## src/rtl/core/pcd_pkg.sv

```systemverilog
// ----------------------------------------------------------------------------
// pcd_pkg: shared definitions of the page coherence directory
// Sizes, message codes, the directory entry layout and the control and
// status bundles between the controller and the datapath.
// ----------------------------------------------------------------------------
package pcd_pkg;

  localparam int NODES          = 8;
  localparam int DIR_INDEX_BITS = 10;
  localparam int PAGE_SHIFT     = 12;
  localparam int MAX_RESULTS    = 8;

  localparam int DIR_DEPTH  = 1 << DIR_INDEX_BITS;
  localparam int NODE_IDX_W = (NODES > 1) ? $clog2(NODES) : 1;

  // Fixed message field widths.
  localparam int MODE_W = 2;
  localparam int NODE_W = 3;
  localparam int ADDR_W = 32;
  localparam int PERM_W = 2;
  localparam int PEND_W = 4;
  localparam int KIND_W = 1;

  localparam int IN_TDATA_W  = 40;
  localparam int OUT_TDATA_W = 40;

  // Message codes.
  localparam logic [MODE_W-1:0] MODE_REQUEST = 2'd0;
  localparam logic [MODE_W-1:0] MODE_CONTENT = 2'd1;
  localparam logic [MODE_W-1:0] MODE_ACK     = 2'd2;

  localparam logic [PERM_W-1:0] PERM_READ  = 2'd1;
  localparam logic [PERM_W-1:0] PERM_WRITE = 2'd2;

  localparam logic [KIND_W-1:0] KIND_REQUEST = 1'b0;
  localparam logic [KIND_W-1:0] KIND_FORWARD = 1'b1;

  typedef struct packed {
    logic [NODES-1:0]  owners;
    logic [NODE_W-1:0] requester;
    logic [PEND_W-1:0] pending;
  } dir_entry_t;

  // Commands from the controller to the datapath.
  typedef struct packed {
    logic ready;      // input channel may take a beat
    logic clr_we;     // write the reset entry at the sweep counter
    logic load;       // capture the input beat and read its entry
    logic lk_commit;  // finish a single-step lookup (entry update)
    logic lk_emit;    // the lookup result goes to the output register
    logic scan_load;  // start walking the owner set
    logic scan_emit;  // send one request to the next owner
  } pcd_cmd_t;

  // Status from the datapath to the controller.
  typedef struct packed {
    logic clr_last;
    logic is_scan;
    logic lk_emit;
    logic out_free;
    logic scan_last;
  } pcd_status_t;

  // Index of the lowest set bit; zero for an empty mask.
  function automatic logic [NODE_IDX_W-1:0] lowest_idx(input logic [NODES-1:0] m);
    logic [NODE_IDX_W-1:0] r;
    r = '0;
    for (int i = NODES - 1; i >= 0; i--) begin
      if (m[i]) begin
        r = NODE_IDX_W'(i);
      end
    end
    return r;
  endfunction

endpackage

```

## src/rtl/core/pcd_ctrl.sv

```systemverilog
// ----------------------------------------------------------------------------
// pcd_ctrl: sequencer of the page coherence directory
// Runs the clearing sweep after reset, then steps each item through capture,
// lookup and, for write requests with owners, the walk over the owner set.
// ----------------------------------------------------------------------------
module pcd_ctrl (
  input  logic                clk_i,
  input  logic                rst_ni,
  input  logic                s_tvalid_i,
  input  pcd_pkg::pcd_status_t status_i,
  output pcd_pkg::pcd_cmd_t    cmd_o
);
  import pcd_pkg::*;

  localparam logic [1:0] ST_CLEAR = 2'd0;
  localparam logic [1:0] ST_IDLE  = 2'd1;
  localparam logic [1:0] ST_LOOK  = 2'd2;
  localparam logic [1:0] ST_SCAN  = 2'd3;

  logic [1:0] state_q, state_d;

  always_comb begin
    state_d = state_q;
    cmd_o   = '0;
    unique case (state_q)
      ST_CLEAR: begin
        cmd_o.clr_we = 1'b1;
        if (status_i.clr_last) begin
          state_d = ST_IDLE;
        end
      end
      ST_IDLE: begin
        cmd_o.ready = 1'b1;
        if (s_tvalid_i) begin
          cmd_o.load = 1'b1;
          state_d    = ST_LOOK;
        end
      end
      ST_LOOK: begin
        if (status_i.is_scan) begin
          cmd_o.scan_load = 1'b1;
          state_d         = ST_SCAN;
        end else if (!status_i.lk_emit || status_i.out_free) begin
          // A result waits here until the output register can take it.
          cmd_o.lk_commit = 1'b1;
          cmd_o.lk_emit   = status_i.lk_emit;
          state_d         = ST_IDLE;
        end
      end
      ST_SCAN: begin
        if (status_i.out_free) begin
          cmd_o.scan_emit = 1'b1;
          if (status_i.scan_last) begin
            state_d = ST_IDLE;
          end
        end
      end
      default: begin
        state_d = ST_CLEAR;
      end
    endcase
  end

  always_ff @(posedge clk_i or negedge rst_ni) begin
    if (!rst_ni) begin
      state_q <= ST_CLEAR;
    end else begin
      state_q <= state_d;
    end
  end

endmodule

```

## config.mk

```make
export PLATFORM = sky130hd
export DESIGN_NAME = pcd_ctrl
export DESIGN_NICKNAME = d
export VERILOG_FILES = /design/src/rtl/core/pcd_pkg.sv /design/src/rtl/core/pcd_ctrl.sv
export SDC_FILE = /design/constraint.sdc
export NUM_CORES = 1
export LEC_CHECK = 0
export BUFFER_PORTS_ARGS = -buffer_cell sky130_fd_sc_hd__buf_2
export CAP_MARGIN = 30
export CORE_AREA = 3 3 40 42
export DETAILED_ROUTE_END_ITERATION = 12
export DIE_AREA = 0 0 43 45
export GPL_TIMING_DRIVEN = 0
export PLACE_DENSITY_LB_ADDON = 0.05
export SLEW_MARGIN = 20
export SYNTH_ARGS = -nofsm -noshare
export SYNTH_HDL_FRONTEND = slang
export SYNTH_SLANG_ARGS = --single-unit
```

## constraint.sdc

```tcl
create_clock -name clk_i -period 1.55 [get_ports clk_i]
set_input_delay 0.31 -clock clk_i [delete_from_list [all_inputs] [get_ports clk_i]]
set_output_delay 0.31 -clock clk_i [all_outputs]
set_load 0.01 [all_outputs]
```

After elaboration in Yosys (flattened, before gate mapping)

Cells that the tools add are included.

Bits of input ports: 8
Register bits: 2
Word-level logic and storage cells: 30
Output and inout bits: 7

Muxes and demuxes: 17
Reduce and logical (&&, ||, !) cells: 4
Equality and inequality tests: 8

Operator list:

| operator             | number |
|---|---|
| $mux W2              | 8 |
| $ne A2 B2 Y1 const B | 4 |
| $pmux W2 S4          | 1 |
| $mux W1              | 7 |
| $reduce_and A5 Y1    | 1 |
| $eq A2 B2 Y1 const B | 2 |
| $mux W3              | 1 |
| $ne A3 B3 Y1 const B | 1 |
| $eq A2 B1 Y1 const B | 1 |
| $logic_not A2 Y1     | 1 |
| $logic_not A1 Y1     | 1 |
| $logic_or A1 B1 Y1   | 1 |

Logic depth before layout (Yosys ltp)

Gate-level depths: netlist of run 1.

Word-level depth: 5
Mapped depth: 5
Depth with buffers taken out: 5

Worst setup path before layout of run 1

OpenSTA, ideal clock, no wires.

Path type: register -> register
Start point: register state_q[0]
End point: register state_q[0]
Stages on the path, launching flop included: 6
Library setup time: 79 ps
Period minus slack after synthesis: 1514 ps
Path buffers: 0
Arrival time: 1435 ps
Slack: 36 ps
Required time: 1471 ps
Cell sequence: dfrtp_1 > inv_1 > ha_1 > and4bb_1 > a2111oi_4 > mux2i_1

Word-level cells in the longest chain between the ends: 3
Elaborated cells on any way between the ends: 11
Classes of those cells: eq/ne: 8; mux: 1; reduce/logical: 2

RTL lines:

| item                                                                 | line           | text |
|---|---|---|
| start, declared                                                      | pcd_ctrl.sv:20 | `logic [1:0] state_q, state_d;` |
| start signal, assigned                                               | pcd_ctrl.sv:68 | `state_q <= state_d;` |
| $eq A2 B2 Y1, or another cell as far along                           | pcd_ctrl.sv:25 | `unique case (state_q)` |
| $ne A3 B3 Y1 (no source line) / $ne A2 B2 Y1 (equally long branches) | n/a            |  |
| $reduce_and A5 Y1 (no source line)                                   | n/a            |  |

Several ways; a longest one is shown, not always the timed one.
A chain may end at the register's enable or synchronous reset.

==> flow_metrics.env, run 1 <==
export IMPL_status="finished clean"
export IMPL_powerDensity_mw_per_mm2=1500
export IMPL_seqCellArea_um2=50.05
export IMPL_fillers=136
export IMPL_remaining_drc_errors=0
export IMPL_via_count=246
export IMPL_clock_latency_ns=0.22
export IMPL_final_hold_violation_count=0
export IMPL_path_clk_slew_ns=0.03
export IMPL_stdcell_count=58
export IMPL_drtPass1Iterations=2
export IMPL_drtAntennaViolNets=0
export IMPL_drive_above_1_share_pct=60.47
export IMPL_die_y_um=45
export IMPL_cts_buffers=3
export IMPL_rsz0062_at_grt="yes"
export IMPL_cp_start_kind="flip-flop"
export IMPL_setup_viol=0
export IMPL_coreArea_mm2=0.001285
export IMPL_synth_area_um2=247.7
export IMPL_final_cell_mix="buf_2, ha_1, clkbuf_4"
export IMPL_grt_pass1_vias=268
export IMPL_multi_input_area_um2=200.2
export IMPL_maxCapViolations=0
export IMPL_rrSetupSlack_ns=0.05
export IMPL_rows=13
export IMPL_layout_commonest_cell="buf_2"
export IMPL_cp_arrival_ns=1.23
export IMPL_dp_cells=52
export IMPL_die_w_um=43
export IMPL_cpLargestDelayFamily="flip-flops"
export IMPL_syn_inst=23
export IMPL_slew_headroom_pct=78.01
export IMPL_leakagePower_nw=0.2137
export IMPL_fin_crit_sh_pct=99.55
export IMPL_diodes=0
export IMPL_io_pins=15
export IMPL_slowest_delay_ns=0.41
export IMPL_grtUsageTotal_pct=7.583
export IMPL_grt_pass1_wl_mm=1.041
export IMPL_h_tree_depth=1
export IMPL_totalNegativeSetupSlack_ns=0
export IMPL_cp_max_fo=4
export IMPL_skew_ns=0.003059
export IMPL_nets=58
export IMPL_port_buffers=14
export IMPL_dp_hpwl_um=483.6
export IMPL_wl_per_cell_um=10.21
export IMPL_initial_core_util_pct=19.28
export IMPL_largest_register_ffs=2
export IMPL_worstPathCellList="inv_2 > ha_2 > and4b_2 > buf_2"
export IMPL_gp_congestion=0.6989
export IMPL_drt_initial_drc_count=1
export IMPL_antenna_found_initial=0
export IMPL_ys_seq_elements=2
export IMPL_fin_crit_ns=1.543
export IMPL_cts_buffer_depth=2
export IMPL_cts_tree="built"
export IMPL_path_buf_inv=2
export IMPL_top_regs="state_q: 2 flops"
export IMPL_cts_sinks=2
export IMPL_yosysWarnings=0
export IMPL_drt_total_wl_um=592
export IMPL_slowest_stage="dfrtp_1"
export IMPL_grt_start_max_net_pins=6
export IMPL_ir_drop_mv=0.7178
export IMPL_worstPathRequired_ns=1.24
export IMPL_fmax_ghz=0.6481
export IMPL_endpoint_kind="primary output"
export IMPL_root_buffer="clkbuf_4"
export IMPL_regMostFlops="state_q"
export IMPL_grt_overflow=0
export IMPL_syn_avg_cell_area_um2=10.77
export IMPL_area_growth_pct=59.09
export IMPL_drv_slew=0
export IMPL_via_per_inst=4.241
export IMPL_synth_distinct_cells=14
export IMPL_worstSetupPathType="flip-flop to primary output"
export IMPL_ys_seq_area_share_pct=20.20
export IMPL_hold_class="input pin to async pin"
export IMPL_die_area_mm2=0.001935
export IMPL_tightest_slew_ns=0.3298
export IMPL_synthesis_nets=36
## path summary, 6_finish.rpt
kind,from,end,depth (start not counted)
max in group asynchronous,rst_ni,state_q[0],2
min in group clk_i,status_i[0],state_q[0],4
worst max-delay path,state_q[0],cmd_o[2],4
worst max register to register,state_q[1],state_q[1],5
worst min register to register,state_q[1],state_q[1],2
worst min-delay path,rst_ni,state_q[1],2
## report_power, final
| group | internal, mW | leakage [nW] | switching [mW] |
|---|---|---|---|
| clock network | 0.0855 | 0.0138 | 0.0305 |
| registers | 0.0784 | 0.0242 | 0.0251 |
| logic | 0.201 | 0.176 | 0.171 |
| total | 0.365 | 0.214 | 0.227 |
## area by class of cell
| type | instances | area share, % |
|---|---|---|
| Clock buffer | 3 | 5.714 |
| Timing Repair Buffer | 17 | 24.13 |
| Sequential cell | 2 | 12.70 |
| Tap cell | 15 | 4.762 |
| Multi-Input combinational cell | 19 | 50.79 |
| Inverter | 2 | 1.905 |
## cell usage after synthesis
master / instances / share of area [%]
a2111oi_4: 1 / 11
and2_1: 2 / 5.0
and2_2: 1 / 3.0
and2b_1: 1 / 3.0
and4b_2: 1 / 4.5
and4bb_1: 1 / 5.0
dfrtp_1: 2 / 20
ha_1: 5 / 25
inv_1: 2 / 3.0
mux2i_1: 2 / 8.1
nand2_1: 1 / 1.5
nor2b_1: 2 / 5.0
nor3b_1: 1 / 3.0
o21ai_0: 1 / 2.0
## metrics by stage
| stage | setup WS, ns | total power [mW] | hold slack, ns | cell area (µm²) | util (%) |
|---|---|---|---|---|---|
| after floorplan | 0.03576 | 0.3365 | 0.01441 | 247.7 | - |
| after global placement | -0.1189 | 0.4336 | 0.09421 | 336.6 | 26.19 |
| after detailed placement | -0.1177 | 0.4318 | 0.09577 | 336.6 | 26.19 |
| after CTS | -0.009643 | 0.6093 | 0.3969 | 394.1 | 30.67 |
| after global routing | -0.07129 | 0.6600 | 0.4066 | 394.1 | 30.67 |
| final | 0.006938 | 0.5911 | 0.4003 | 394.1 | 30.67 |
## timing repair
item                                    CTS  global route
pin swaps                                 1             0
resized for setup                         4             0
hold endpoints to repair                  2             0
buffers inserted                          2             0
hold buffers                              1             0
endpoints found under the setup margin    5             6
## logic make-up after synthesis
logic type	after synthesis	synth area share [%]
simple gates	10	30.30
fa+ha+maj	5	25.25
compound gates	2	13.13
buf+inv	2	3.031
mux	2	8.081
flops	2	20.20
## routing by layer
metal | wire length, µm | track usage (%)
met5 | 0 | 0
met4 | 0 | 5.422
met3 | 42 | 3.586
met2 | 303 | 11.98
met1 | 247 | 7.971
(Power assumes the default switching activity.)
==> inputs of run 2 (changes only) <==
--- a/config.mk
+++ b/config.mk
@@ -5,6 +5,7 @@
 export SDC_FILE = /design/constraint.sdc
 export NUM_CORES = 1
 export LEC_CHECK = 0
+export ABC_AREA = 1
 export BUFFER_PORTS_ARGS = -buffer_cell sky130_fd_sc_hd__buf_2
 export CAP_MARGIN = 30
 export CORE_AREA = 3 3 40 42
==> flow_metrics.env, run 2 <==
export IMPL_endpoint_kind="primary output"
export IMPL_gp_congestion=0.6421
export IMPL_nets=79
export IMPL_synth_top_cell_area_share_pct=23.92
export IMPL_clock_latency_ns=0.22
export IMPL_antenna_found_initial=0
export IMPL_synth_top_cells_by_area="ha_1, inv_1, nand2_1"
export IMPL_diodes=0
export IMPL_syn_avg_cell_area_um2=5.943
export IMPL_synth_top_cell_by_area="ha_1"
export IMPL_synth_distinct_cells=8
export IMPL_port_buffers=14
export IMPL_final_cell_mix="nand2_1, buf_2, inv_1, inv_2"
export IMPL_synthesis_nets=57
export IMPL_rsz0062_at_grt="yes"
export IMPL_cts_buffers=3
export IMPL_maxCapViolations=0
export IMPL_fin_crit_sh_pct=97.89
export IMPL_regMostFlops="state_q"
export IMPL_leakagePower_nw=0.2763
export IMPL_drt_total_wl_um=652
export IMPL_rr_startpoint="state_q[0]"
export IMPL_coreArea_mm2=0.001285
export IMPL_drtPass1Iterations=4
export IMPL_ir_drop_mv=0.4872
export IMPL_cts_sinks=2
export IMPL_slew_headroom_pct=86.56
export IMPL_cp_arrival_ns=1.21
export IMPL_drtAntennaViolNets=0
export IMPL_top_regs="state_q: 2 flops"
export IMPL_die_w_um=43
export IMPL_grt_start_max_net_pins=5
export IMPL_ys_seq_elements=2
export IMPL_cp_start_kind="flip-flop"
export IMPL_final_hold_violation_count=0
export IMPL_synth_ff_type="dfrtp_1"
export IMPL_totalNegativeSetupSlack_ns=0
export IMPL_synth_edf_count=0
export IMPL_area_growth_pct=66.99
export IMPL_cp_max_fo=4
export IMPL_wl_per_cell_um=8.253
export IMPL_synth_area_um2=261.5
export IMPL_via_count=300
export IMPL_die_area_mm2=0.001935
export IMPL_finish_instance_area_um2=436.7
export IMPL_ff2ff_path_depth=6
export IMPL_rr_endpoint="state_q[1]"
export IMPL_cts_tree="built"
export IMPL_remaining_drc_errors=0
export IMPL_async_flop_share_pct=100.0
export IMPL_grt_pass1_vias=264
export IMPL_grt_pass1_wl_mm=1.069
export IMPL_synth_mux_area_share_pct=0
export IMPL_syn_inst=44
export IMPL_path_clk_slew_ns=0.03
export IMPL_synthSimpleGateAreaFrac_pct=33.97
export IMPL_grt_overflow=0
export IMPL_worstSetupPathType="flip-flop to primary output"
export IMPL_synth_compound_area_share_pct=2.871
export IMPL_grtUsageTotal_pct=8.077
export IMPL_h_tree_depth=1
export IMPL_drv_slew=0
export IMPL_ys_seq_area_share_pct=19.14
export IMPL_dp_hpwl_um=512.3
export IMPL_rrSetupSlack_ns=0.30
export IMPL_cts_buffer_depth=2
export IMPL_drive_above_1_share_pct=46.88
export IMPL_yosysWarnings=0
export IMPL_drt_initial_drc_count=1
export IMPL_powerDensity_mw_per_mm2=1453
export IMPL_skew_ns=0.001519
export IMPL_rows=13
export IMPL_setup_viol=0
export IMPL_largest_register_ffs=2
export IMPL_synth_xor_area_share_pct=0
export IMPL_root_buffer="clkbuf_4"
export IMPL_via_per_inst=3.797
export IMPL_utilization_pct=33.98
export IMPL_synth_top_family_by_area="simple AND/OR/NAND/NOR gates"
export IMPL_totalPowerFinal_mw=0.6346
export IMPL_fmax_ghz=0.6591
export IMPL_io_pins=15
export IMPL_yosys_area_share_adder_pct=23.92
export IMPL_hold_class="input pin to async pin"
export IMPL_status="finished clean"
export IMPL_place_area_um2=350.3
export IMPL_worstPathRequired_ns=1.24
export IMPL_tightest_slew_ns=0.1999
export IMPL_fin_crit_ns=1.517
export IMPL_die_y_um=45
export IMPL_initial_core_util_pct=20.35
export IMPL_synth_top_cells_by_count="inv_1, nand2_1, ha_1, nor2_1, nand3_1"
## run 2: how the worst max path moves through the flow
stage	startpoint	end	depth (start not counted)
after floorplan	state_q[0]	cmd_o[2]	6
after global routing	state_q[0]	cmd_o[2]	7
after global placement	state_q[0]	cmd_o[3]	7
final	state_q[0]	cmd_o[0]	5
after detailed placement	state_q[0]	cmd_o[2]	7
after CTS	state_q[0]	cmd_o[3]	7
## run 2: layer usage
metal  up-vias  global-route usage [%]  wire length (µm)
met5         -                       0                 0
met4         0                   9.036                16
met3         2                   2.390                42
met2        13                   11.68               314
met1       120                   8.916               280
li1        165                       -                 -
## run 2: cells by family (layout without fill, tap and decap cells)
kind of cell / Yosys count / after routing
fa+ha+maj: 5 / 5
buf+inv: 14 / 34
flops: 2 / 2
compound gates: 1 / 1
simple gates: 22 / 22
## run 2: cell type report
type	count	area (µm²)
clock buffer	3	22.52
timing repair buffer	17	95.09
sequential	2	51.30
multi-input combinational	28	196.4
fill	147	848.3
tap	15	18.77
inverter	14	52.55
## run 2: worst max-delay path, stage by stage, from the launching register on
cell	delay [ns]
dfrtp_1	0.38
buf_4	0.16
ha_1	0.21
nand2_1	0.07
inv_1	0.03
buf_2	0.12
## run 2: per-stage QoR
stage	hold slack, ns	instances	worst slack [ns]
finish	0.3980	79	0.03271
global route	0.3974	79	-0.07610
CTS	0.3821	79	0.0005091
detailed placement	0.09660	73	0.1220
global placement	0.09745	73	0.1159
floorplan	0.01441	44	0.2466
## run 2: what timing repair did
action                                  4_1_cts  5_1_grt
hold buffers                                  1        0
hold endpoints to repair                      2        0
resized for setup                             5        8
pin swaps                                     1        4
endpoints found under the setup margin        2        4
buffers inserted                              2        0
## run 2: power by group
group	leakage, nW	internal (mW)	switching, mW
combinational	0.239	0.188	0.226
clock	0.0138	0.0855	0.0306
sequential	0.0235	0.0783	0.0262
total	0.276	0.352	0.283
==> inputs of run 3 (changes only) <==
--- a/config.mk
+++ b/config.mk
@@ -12,6 +12,7 @@
 export DETAILED_ROUTE_END_ITERATION = 12
 export DIE_AREA = 0 0 43 45
 export GPL_TIMING_DRIVEN = 0
+export MAX_ROUTING_LAYER = met4
 export PLACE_DENSITY_LB_ADDON = 0.05
 export SLEW_MARGIN = 20
 export SYNTH_ARGS = -nofsm -noshare
==> flow_metrics.env, run 3 (synthesis results as in run 2) <==
export IMPL_rows=13
export IMPL_fmax_ghz=0.6585
export IMPL_place_ws_ns=0.1220
export IMPL_cp_arrival_ns=1.21
export IMPL_dp_cells=73
export IMPL_drtPass1Iterations=4
export IMPL_cts_sinks=2
export IMPL_nets=79
export IMPL_worstPathCellList="buf_4 > ha_1 > nand2_1 > inv_1 > buf_2"
export IMPL_die_w_um=43
export IMPL_rr_startpoint="state_q[0]"
export IMPL_grt_pass1_wl_mm=1.069
export IMPL_worstPathRequired_ns=1.24
export IMPL_rrSetupSlack_ns=0.30
export IMPL_h_tree_depth=1
export IMPL_diodes=0
export IMPL_fillers=147
export IMPL_largest_register_ffs=2
export IMPL_drt_total_wl_um=652
export IMPL_skew_ns=0.001519
export IMPL_wl_per_cell_um=8.253
export IMPL_place_area_um2=350.3
export IMPL_rsz0062_at_grt="yes"
export IMPL_power_frac_clock_pct=18.3
export IMPL_slew_headroom_pct=86.56
export IMPL_totalNegativeSetupSlack_ns=0
export IMPL_worstSetupPathType="flip-flop to primary output"
export IMPL_io_pins=15
export IMPL_rr_endpoint="state_q[1]"
export IMPL_hold_class="input pin to async pin"
export IMPL_ff2ff_path_depth=6
export IMPL_slowest_stage="dfrtp_1"
export IMPL_grt_start_max_net_pins=5
export IMPL_fin_crit_sh_pct=97.97
export IMPL_grt_overflow=0
export IMPL_drv_slew=0
export IMPL_stdcell_count=79
export IMPL_worst_slack_ns=0.03143
export IMPL_comb_power_share_pct=65.2
export IMPL_remaining_drc_errors=0
export IMPL_area_growth_pct=66.99
export IMPL_clock_latency_ns=0.22
export IMPL_drtAntennaViolNets=0
export IMPL_fin_crit_ns=1.519
export IMPL_top_regs="state_q: 2 flops"
export IMPL_grt_pass1_vias=266
export IMPL_cp_start_kind="flip-flop"
export IMPL_cts_tree="built"
export IMPL_ir_drop_mv=0.4872
export IMPL_root_buffer="clkbuf_4"
export IMPL_die_y_um=45
export IMPL_endpoint_kind="primary output"
export IMPL_antenna_found_initial=0
export IMPL_p_int_mw=0.3515
export IMPL_via_count=300
export IMPL_via_per_inst=3.797
export IMPL_initial_core_util_pct=20.35
export IMPL_utilization_pct=33.98
export IMPL_drive_above_1_share_pct=46.88
export IMPL_switching_share_pct=44.61
export IMPL_leakagePower_nw=0.2763
export IMPL_setup_viol=0
export IMPL_powerDensity_mw_per_mm2=1453
export IMPL_switching_power_mw=0.2832
export IMPL_path_clk_slew_ns=0.03
export IMPL_seq_power_share_pct=16.5
export IMPL_cts_buffer_depth=2
export IMPL_final_cell_mix="nand2_1, buf_2, inv_1, inv_2"
export IMPL_port_buffers=14
export IMPL_regMostFlops="state_q"
export IMPL_final_hold_violation_count=0
export IMPL_dp_hpwl_um=512.3
export IMPL_tightest_slew_ns=0.1999
export IMPL_status="finished clean"
export IMPL_cts_buffers=3
export IMPL_finish_instance_area_um2=436.7
export IMPL_coreArea_mm2=0.001285
export IMPL_die_area_mm2=0.001935
export IMPL_cp_max_fo=4
export IMPL_grtUsageTotal_pct=8.319
export IMPL_maxCapViolations=0
export IMPL_slowest_delay_ns=0.38
export IMPL_gp_congestion=0.6476
export IMPL_drt_initial_drc_count=1
## run 3: cell counts in the layout (fill, tap and decap cells not counted)
Identical to the previous run, type by type.
## run 3: area by class of cell
class	instances	area, µm²	share of cell area [%]
timing repair buffer	17	95.09	21.78
clock buffer	3	22.52	5.158
tap	15	18.77	4.298
inverter	14	52.55	12.03
multi-input combinational	28	196.4	44.99
sequential	2	51.30	11.75
## run 3: layer usage
layer	vias to the layer above	wire, µm	GRT usage [%]
li1	165	-	-
met1	120	280	8.916
met4	0	16	9.036
met3	2	42	2.390
met2	13	313	11.68
met5	-	0	-
## run 3: repair_timing
item,in CTS,in global routing
endpoints found under the hold margin,2,0
setup buffers,2,0
pin swaps,1,4
resized for setup,5,8
hold buffers,1,0
endpoints found under the setup margin,2,4
## run 3: worst max-delay path by stage
stage                           from  endpoint  cells past startpoint
after detailed placement  state_q[0]  cmd_o[2]                      7
final                     state_q[0]  cmd_o[0]                      5
after CTS                 state_q[0]  cmd_o[3]                      7
after floorplan           state_q[0]  cmd_o[2]                      6
after global routing      state_q[0]  cmd_o[2]                      7
after global placement    state_q[0]  cmd_o[3]                      7
## run 3: worst max-delay path: cells and delay by family (launching register included)
kind	cells	cell delay, ns
buf+inv	3	0.31
fa+ha+maj	1	0.21
simple gates	1	0.07
flops	1	0.38
## run 3: power by group through the flow
| stage | logic, mW | registers, mW | clock network [mW] |
|---|---|---|---|
| 3_3_place_gp | 0.320 | 0.108 | 0 |
| 6_report | 0.414 | 0.104 | 0.116 |
| 2_1_floorplan | 0.226 | 0.0988 | 0 |
| 5_1_grt | 0.486 | 0.109 | 0.138 |
| 4_1_cts | 0.393 | 0.0987 | 0.125 |
| 3_5_place_dp | 0.322 | 0.106 | 0 |
## run 3: metrics by stage
| stage | power (mW) | hold WS (ns) |
|---|---|---|
| 4_1_cts | 0.6164 | 0.3821 |
| 5_1_grt | 0.7325 | 0.3974 |
| 6_report | 0.6347 | 0.3980 |
| 3_3_place_gp | 0.4284 | 0.09745 |
| 2_1_floorplan | 0.3251 | 0.01441 |
| 3_5_place_dp | 0.4286 | 0.09660 |
